File: src/rtl/aqat_pkg.sv
// shared types, constants and tables of the quadrature angle tracker
package aqat_pkg;

	localparam int TABLE_ENTRIES = 257;
	localparam int IDX_W = $clog2(TABLE_ENTRIES);
	localparam int PROD_W = 16 + IDX_W;
	localparam int CORDIC_W = 33;
	localparam int CORDIC_STEPS = 16;
	localparam int CENTRE_W = 14;

	localparam logic [1:0] REG_MIN_X = 2'd0;
	localparam logic [1:0] REG_MAX_X = 2'd1;
	localparam logic [1:0] REG_MIN_Y = 2'd2;
	localparam logic [1:0] REG_MAX_Y = 2'd3;

	localparam logic CMD_SAMPLE = 1'b0;
	localparam logic CMD_TABLE = 1'b1;

	typedef enum logic [3:0] {
		ST_IDLE,
		ST_CORDIC,
		ST_INDEX,
		ST_RD_LO,
		ST_RD_HI,
		ST_MUL,
		ST_FIN,
		ST_ACC,
		ST_OUT
	} aqat_state_t;

	typedef struct packed {
		logic busy;
		logic done;
	} aqat_cordic_stat_t;

	// arctangent of 2^-i in binary angle units
	function automatic logic [15:0] atan_step(input logic [3:0] i);
		logic [15:0] r;
		case (i)
			4'd0: r = 16'd8192;
			4'd1: r = 16'd4836;
			4'd2: r = 16'd2555;
			4'd3: r = 16'd1297;
			4'd4: r = 16'd651;
			4'd5: r = 16'd326;
			4'd6: r = 16'd163;
			4'd7: r = 16'd81;
			4'd8: r = 16'd41;
			4'd9: r = 16'd20;
			4'd10: r = 16'd10;
			4'd11: r = 16'd5;
			4'd12: r = 16'd3;
			4'd13: r = 16'd1;
			4'd14: r = 16'd1;
			default: r = 16'd0;
		endcase
		return r;
	endfunction

endpackage

File: src/rtl/aqat_cordic.sv
// iterative vectoring cordic, one micro-rotation per cycle
module aqat_cordic import aqat_pkg::*; (
	input  logic                        clk,
	input  logic                        arst_n,
	input  logic                        start,
	input  logic signed [CENTRE_W-1:0]  num,
	input  logic signed [CENTRE_W-1:0]  den,
	output aqat_cordic_stat_t           stat,
	output logic signed [15:0]          angle
);

	logic signed [CORDIC_W-1:0] x_q, y_q, x0, y0, xs, ys;
	logic [15:0] z_q;
	logic [3:0] i_q;
	logic busy_q, done_q, zero_q;

	assign x0 = CORDIC_W'(den) <<< 16;
	assign y0 = CORDIC_W'(num) <<< 16;
	assign xs = x_q >>> i_q;
	assign ys = y_q >>> i_q;

	always_ff @(posedge clk or negedge arst_n) begin
		if (!arst_n) begin
			busy_q <= 1'b0;
			done_q <= 1'b0;
			i_q <= '0;
		end else begin
			done_q <= 1'b0;
			if (start) begin
				busy_q <= 1'b1;
				i_q <= '0;
			end else if (busy_q) begin
				i_q <= i_q + 4'd1;
				if (i_q == 4'(CORDIC_STEPS - 1)) begin
					busy_q <= 1'b0;
					done_q <= 1'b1;
				end
			end
		end
	end

	always_ff @(posedge clk) begin
		if (start) begin
			zero_q <= (num == '0) && (den == '0);
			if (x0 < 0) begin
				x_q <= -x0;
				y_q <= -y0;
				z_q <= 16'h8000;
			end else begin
				x_q <= x0;
				y_q <= y0;
				z_q <= '0;
			end
		end else if (busy_q) begin
			if (y_q >= 0) begin
				x_q <= x_q + ys;
				y_q <= y_q - xs;
				z_q <= z_q + atan_step(i_q);
			end else begin
				x_q <= x_q - ys;
				y_q <= y_q + xs;
				z_q <= z_q - atan_step(i_q);
			end
		end
	end

	assign stat.busy = busy_q;
	assign stat.done = done_q;
	assign angle = zero_q ? 16'sd0 : signed'(z_q);

endmodule

File: config.mk
export PLATFORM = sky130hd
export DESIGN_NAME = aqat_cordic
export DESIGN_NICKNAME = d
export VERILOG_FILES = /design/src/rtl/aqat_pkg.sv /design/src/rtl/aqat_cordic.sv
export SDC_FILE = /design/constraint.sdc
export NUM_CORES = 1
export LEC_CHECK = 0
export BUFFER_PORTS_ARGS = -buffer_cell sky130_fd_sc_hd__buf_4
export CORE_AREA = 4 4 224 226
export CTS_CLUSTER_SIZE = 8
export DETAILED_ROUTE_END_ITERATION = 7
export DIE_AREA = 0 0 228 230
export GPL_ROUTABILITY_DRIVEN = 0
export GPL_TIMING_DRIVEN = 0
export HOLD_SLACK_MARGIN = 0.15
export PLACE_DENSITY = 0.42
export SYNTH_ARGS = -nofsm -noshare
export SYNTH_HDL_FRONTEND = slang
export SYNTH_SLANG_ARGS = --single-unit
File: constraint.sdc
create_clock -name clk -period 7.2 [get_ports clk]
set_input_delay 1.44 -clock clk [delete_from_list [all_inputs] [get_ports clk]]
set_output_delay 1.44 -clock clk [all_outputs]
set_load 0.1 [all_outputs]
-- Yosys cells after proc, flatten, opt, wreduce, memory -nomap -nowiden
Memories as Yosys holds them, arrays and structs flattened.
Cells that the tools add are included.
Widths: inputs -> output; s select.
- bits in registers: 89
- bits in read-only memories: 448
- input bits: 31
- output and inout port bits: 18
- word-level logic and storage cells: 54
- memories: 2
- $add $sub $neg: 9
- magnitude comparators: 2
- eq/ne operators: 1
- shift-type cells: 2
- muxes and demuxes: 27
- reduce and logical (&&, ||, !) cells: 4
- memory list (name ; depth ; bits a word ; read ports ; clocked after Yosys merged registers in ; write ports ; RTL line ; text):
    (name not given) ; 16 ; 14 ; 1 ; 0 ; 0 ; aqat_pkg.sv:39 ; case (i)
    (name not given) ; 16 ; 14 ; 1 ; 0 ; 0 ; aqat_pkg.sv:39 ;
- operators by type and width (operator ; count):
    $mux 33 ; 8
    $mux 16 ; 11
    $add 33x33->33 ; 2
    $neg 30->33 ; 2
    $sshr 33x4->33 ; 2
    $sub 33x33->33 ; 2
    $ge 33x1->1 const B ; 1
    $lt 30x1->1 const B ; 1
    $logic_not 14->1 ; 2
    $add 16x16->16 ; 1
    $sub 16x16->16 ; 1
    $mux 4 ; 2
    $mux 1 ; 6
    $add 4x1->4 const B ; 1
    $eq 4x4->1 const B ; 1
    $reduce_bool 2->1 ; 1
    $logic_and 1x1->1 ; 1

-- Depth between registers and ports, before layout
- word-level depth: 8
- gate-level depth with buffers: 28
- depth with buffers taken out: 24

-- Worst setup path after synthesis
OpenSTA, ideal clock, no wires.
- path kind: flip-flop to flip-flop
- start point: register i_q[1]
- end point: register z_q[15] (data pin)
- setup time: 0.267 ns
- data arrival time: 4.909 ns
- data required time: 6.933 ns
- setup slack: 2.024 ns
- stages on the path, launching flop included: 24
- path buffers: 4
- period minus slack after synthesis: 5.176 ns
- path through: dfrtp_1 -> buf_2 -> clkinv_1 -> buf_2 -> buf_1 -> clkbuf_1 -> ha_1 -> nor2b_1 -> a21oi_1 -> a21oi_1 -> ha_1 -> nand2_1 -> o21ai_0 -> ha_1 -> a21o_1 -> a21o_1 -> a2111oi_0 -> o31ai_1 -> o41a_1 -> nand4_1 -> nand4b_1 -> a21oi_1 -> xnor2_1 -> o21ai_0
- cells in the longest elaborated chain, start to end: 8
- elaborated cells between the ends (all ways): 13
- classes of those cells: add/sub (2); mux (9); memory (2)
- ends and longest elaborated chain (element ; RTL line ; text):
    start, declared ; aqat_cordic.sv:14 ; logic [3:0] i_q;
    start signal, assigned ; aqat_cordic.sv:33 ; i_q <= i_q + 4'd1;
    $mem_v2 16x14 ; -- ;
    $mux 16 ; aqat_cordic.sv:55 ; if (y_q >= 0) begin
    $mux 16 ; aqat_cordic.sv:54 ; end else if (busy_q) begin
    $mux 16 ; aqat_cordic.sv:43 ; if (start) begin
    $sub 16x16->16 / $add 16x16->16 (equally long branches) ; aqat_cordic.sv:62, aqat_cordic.sv:58 ;
    $mux 16 (*) ; aqat_cordic.sv:55 ;
    $mux 16 (*) ; aqat_cordic.sv:54 ;
    $mux 16 (*) ; aqat_cordic.sv:43 ;
    end signal, assigned ; aqat_cordic.sv:58 ; z_q <= z_q + atan_step(i_q);
    end signal, assigned ; aqat_cordic.sv:62 ; z_q <= z_q - atan_step(i_q);
    end, declared ; aqat_cordic.sv:13 ; logic [15:0] z_q;
Every way passes the cells marked *; elsewhere a longest branch is shown, timed or not. The select of a mux whose other input is x is not followed.
A chain may end at the register's enable or synchronous reset.

-- Worst setup path in the final report
- start point: register i_q[2]
- end point: register y_q[32] (data pin)
- cells in the longest elaborated chain, start to end: 5
- elaborated cells between the ends (all ways): 6
- classes of those cells: add/sub (2); shift (1); mux (3)
- ends and longest elaborated chain (element ; RTL line ; text):
    $sshr 33x4->33 (*) ; aqat_cordic.sv:19 ; assign xs = x_q >>> i_q;
    $add 33x33->33 / $sub 33x33->33 (equally long branches) ; aqat_cordic.sv:61, aqat_cordic.sv:57 ;
    $mux 33 (*) ; aqat_cordic.sv:55 ;
    $mux 33 (*) ; aqat_cordic.sv:54 ;
    $mux 33 (*) ; aqat_cordic.sv:43 ;
    end signal, assigned ; aqat_cordic.sv:47 ; y_q <= -y0;
    end signal, assigned ; aqat_cordic.sv:57 ; y_q <= y_q - xs;
    end signal, assigned ; aqat_cordic.sv:61 ; y_q <= y_q + xs;
    end, declared ; aqat_cordic.sv:12 ; logic signed [CORDIC_W-1:0] x_q, y_q, x0, y0, xs, ys;
Marks and branches as above.

==> summary.txt <==
Run status
  • Status: finished, final reports clean

Synthesis
  • Adder-cell area share of the yosys netlist: 8.58%
  • Post-Synth Simple-Gate Area: 19.7%
  • Synth warn: 0
  • Synthesized area: 13800 sq um
  • Post-synth top flop: edfxtp_1
  • Syn Inst Count: 1659
  • Register bit total from synthesis: 89
  • Post-synthesis compound-gate area fraction: 19.6%
  • Fraction of registers with async set or reset after synthesis: 6.74%
  • XOR/XNOR Fraction of Synth Area: 10.3%
  • Seq/Total Area, Yosys: 19.1%
  • Post-synthesis mux area share: 18.3%
  • Largest family of logic cells by synthesized area: simple AND/OR/NAND/NOR gates
  • Post-synth EDFFs: 83
  • Mapped Nets: 1783
  • Synth cell types: 88
  • Synth Area per Inst: 8.33 sq um

Timing
  • Min cycle time layout: 6.98 ns
  • Final hold vios: 0
  • Min Hold Slack: 0.717 ns
  • Relative slew slack: 15.9%
  • Clock Skews: 0.00305 ns
  • RSZ-0062 raised after global routing: no
  • Max Fclk: 143 MHz
  • Least-Margin Pin Slew: 1.26 ns
  • Final period util: 96.9%
  • Max Transition Viols Final: 0
  • Endpoints failing setup: 0

Routing
  • Initial DRC Count: 1562
  • Pre-Repair DR Iteration Count: 5
  • Total Routed Length: 59400 um
  • Drt drc: 0
  • Via density: 5.81
  • DR vias: 13634
  • ANT nets after route: 0
  • Drt wl/cell: 25.3 um

Floorplanning
  • IO Pins: 49
  • DIE AREA: 52400 sq um
  • Initial Utilization: 28.6%
  • FP Rows: 81
  • Core box area: 48300 sq um
  • Die Wd: 228 um
  • Die H: 230 um

Power and ir drop
  • P_int: 4.27 mW
  • Switching part of the total: 53.7%
  • Peak VDD IR: 246 uV
  • Leak: 6.13 nW
  • PD cells: 603 nW/um^2
  • Sequential share of power: 15.0%
  • Sw Pwr: 4.96 mW
  • Combinational Power Share: 79.3%
  • Clock group share of total power: 5.7%

Clocking
  • Latest clock arrival within the worst-skew pair: 0.40 ns
  • CTS root buf: clkbuf_16
  • CTS tree: built
  • H-tree Lvls: 3
  • Reg clk slew, reported paths: 0.07 ns
  • Max clock buf depth: 2
  • Num CTS Buffers: 9
  • CTS sink cnt: 89

Placement
  • Port Buffer Count: 48
  • DP HPWL: 46600 um
  • Dpl cells: 2330

Global routing
  • Initial antenna violation count: 2
  • Largest net degree at the start of global routing: 44
  • GRT Util Overall: 22.0%
  • GR Overflow Total: 0
  • Number of global-route vias before repair: 13298
  • First-pass GRT wire length: 87100 um

Cells and area
  • Number of fill cells: 5157
  • Fraction of layout cells with a size suffix above 1: 13.9%
  • Layout Cells excl Fill: 2346
  • Most frequent cells in the layout: 189 x nand2_1, 157 x nor2_1, 127 x o21ai_0
  • Fin nets: 1843
  • Diodes inserted: 0
  • Leading cell type in the layout, fill and taps excluded: nand2_1
  • Area Growth Syn to Fin: 10.8%

Critical path
  • Cell family with most CP delay: buffers and inverters
  • Crit Path Category: flop to flop
  • Crit-path cells: clkbuf_2 -> buf_2 -> buf_2 -> buf_1 -> clkbuf_2 -> buf_1 -> o311ai_0 -> o21a_1 -> o21ai_0 -> xnor2_1 -> ha_1 -> nor3_1 -> nor2_1 -> a221oi_1 -> o21ai_0 -> a21oi_1 -> nand3_1 -> and3_1 -> a2111oi_0 -> xnor2_1 -> o21ai_1
  • CP peak stage delay: 0.65 ns
  • Critical path buffer and inverter count: 6
  • Crit Path Max Fanout: 10
  • CP Capture Type: flop
  • Worst Path Arrival: 7.10 ns
  • Crit-path slowest cell: buf_1
  • WP data required: 7.32 ns
  • Crit start category: flop

Min path
  • Hold WC Path Type: flop to flop

Flow run
  • Maxcap violations: 0
## power groups by stage
stage	logic, mW	registers, mW	clock network, mW
3_5_place_dp	7.19	1.38	0
6_report	7.32	1.39	0.524
2_1_floorplan	5.60	1.15	0
5_1_grt	8.04	1.41	0.564
4_1_cts	7.25	1.37	0.542
3_3_place_gp	7.18	1.38	0
## worst paths after layout
check / startpoint / cells after the start / to / slack (ns)
max: i_q[2]$_DFFE_PN0P_ / 21 / y_q[32]$_DFFE_PP_ / 0.22
min: z_q[0]$_SDFFCE_PP0P_ / 2 / z_q[0]$_SDFFCE_PP0P_ / 0.72
max reg2reg: i_q[2]$_DFFE_PN0P_ / 21 / y_q[32]$_DFFE_PP_ / 0.22
min reg2reg: z_q[0]$_SDFFCE_PP0P_ / 2 / z_q[0]$_SDFFCE_PP0P_ / 0.72
max in group asynchronous: arst_n / 1 / busy_q$_DFF_PN0_ / 6.23
min in group asynchronous: arst_n / 1 / done_q$_DFF_PN0_ / 0.84
## cell usage after synthesis (26+ instances only)
master      n  area (sq um)
mux2_2     46           518
a21o_1     39           293
nor2b_1    33           206
xor2_1     60           526
ha_1       90          1130
o21ai_0   127           636
nand2b_1   26           163
a21oi_1    95           475
xnor2_1   103           902
mux2i_1    75           751
nor2_1    157           589
clkbuf_1   33           124
nor3_1     55           275
edfxtp_1   83          2490
nand3_1    30           150
mux4_2     52          1170
nand2_1   189           709
inv_1      36           135
## layer usage
layer	track usage (%)	up-vias	share of wire, %
met1	28.4	6557	42
met4	8.90	0	4.3
li1	-	6266	-
met3	5.49	152	8.2
met2	35.5	659	45
met5	0	-	0
## layout make-up
type	instances	area, sq um	area share, %
buffer	94	473	3.09
clock buffer	12	279	1.82
clock inverter	4	22.5	0.147
inverter	38	143	0.931
multi-input combinational	1438	10600	69.1
sequential	89	2640	17.3
tap	622	778	5.08
timing repair buffer	49	388	2.53
## state kept, by name (all words and copies together) (netlist names)
register	cells
i_q	4
y_q	33
done_q	1
z_q	16
x_q	33
zero_q	1
busy_q	1
## cells by family after synthesis
| kind of cell | count (synthesis) |
|---|---|
| simple gates | 577 |
| compound gates | 426 |
| mux | 179 |
| xor+xnor | 163 |
| buf+inv | 132 |
| fa+ha+maj | 93 |
| flops | 89 |
## what timing repair did
action | in CTS | in global routing
gates cloned | 0 | 0
endpoints found under the setup margin | 5 | 12
hold buffers | 0 | 0
setup buffers | 0 | 0
gates resized for setup | 3 | 10
## through the flow
stage / setup slack, ns / setup TNS, ns / power [mW] / util [%] / instance area, sq um
2_1_floorplan: 2.02 / 0 / 6.74 / - / 13800
3_3_place_gp: -0.283 / -0.974 / 8.56 / 30.9 / 15000
3_5_place_dp: -0.230 / -0.680 / 8.57 / 31.0 / 15000
4_1_cts: 0.0659 / 0 / 9.17 / 31.6 / 15300
5_1_grt: 0.0224 / 0 / 10.0 / 31.7 / 15300
6_report: 0.222 / 0 / 9.23 / 31.7 / 15300
## worst reg2reg max path: cells and delay by family, from the launching register on
family	cells	cell delay (ns)
AO/OA/AOI/OAI	8	2.51
XOR/XNOR	2	0.30
adder cells (fa/ha/maj)	1	0.35
buffers and inverters	6	2.61
flip-flops	1	0.32
AND/OR/NAND/NOR	4	0.61
Power figures use the tool's default switching activity.
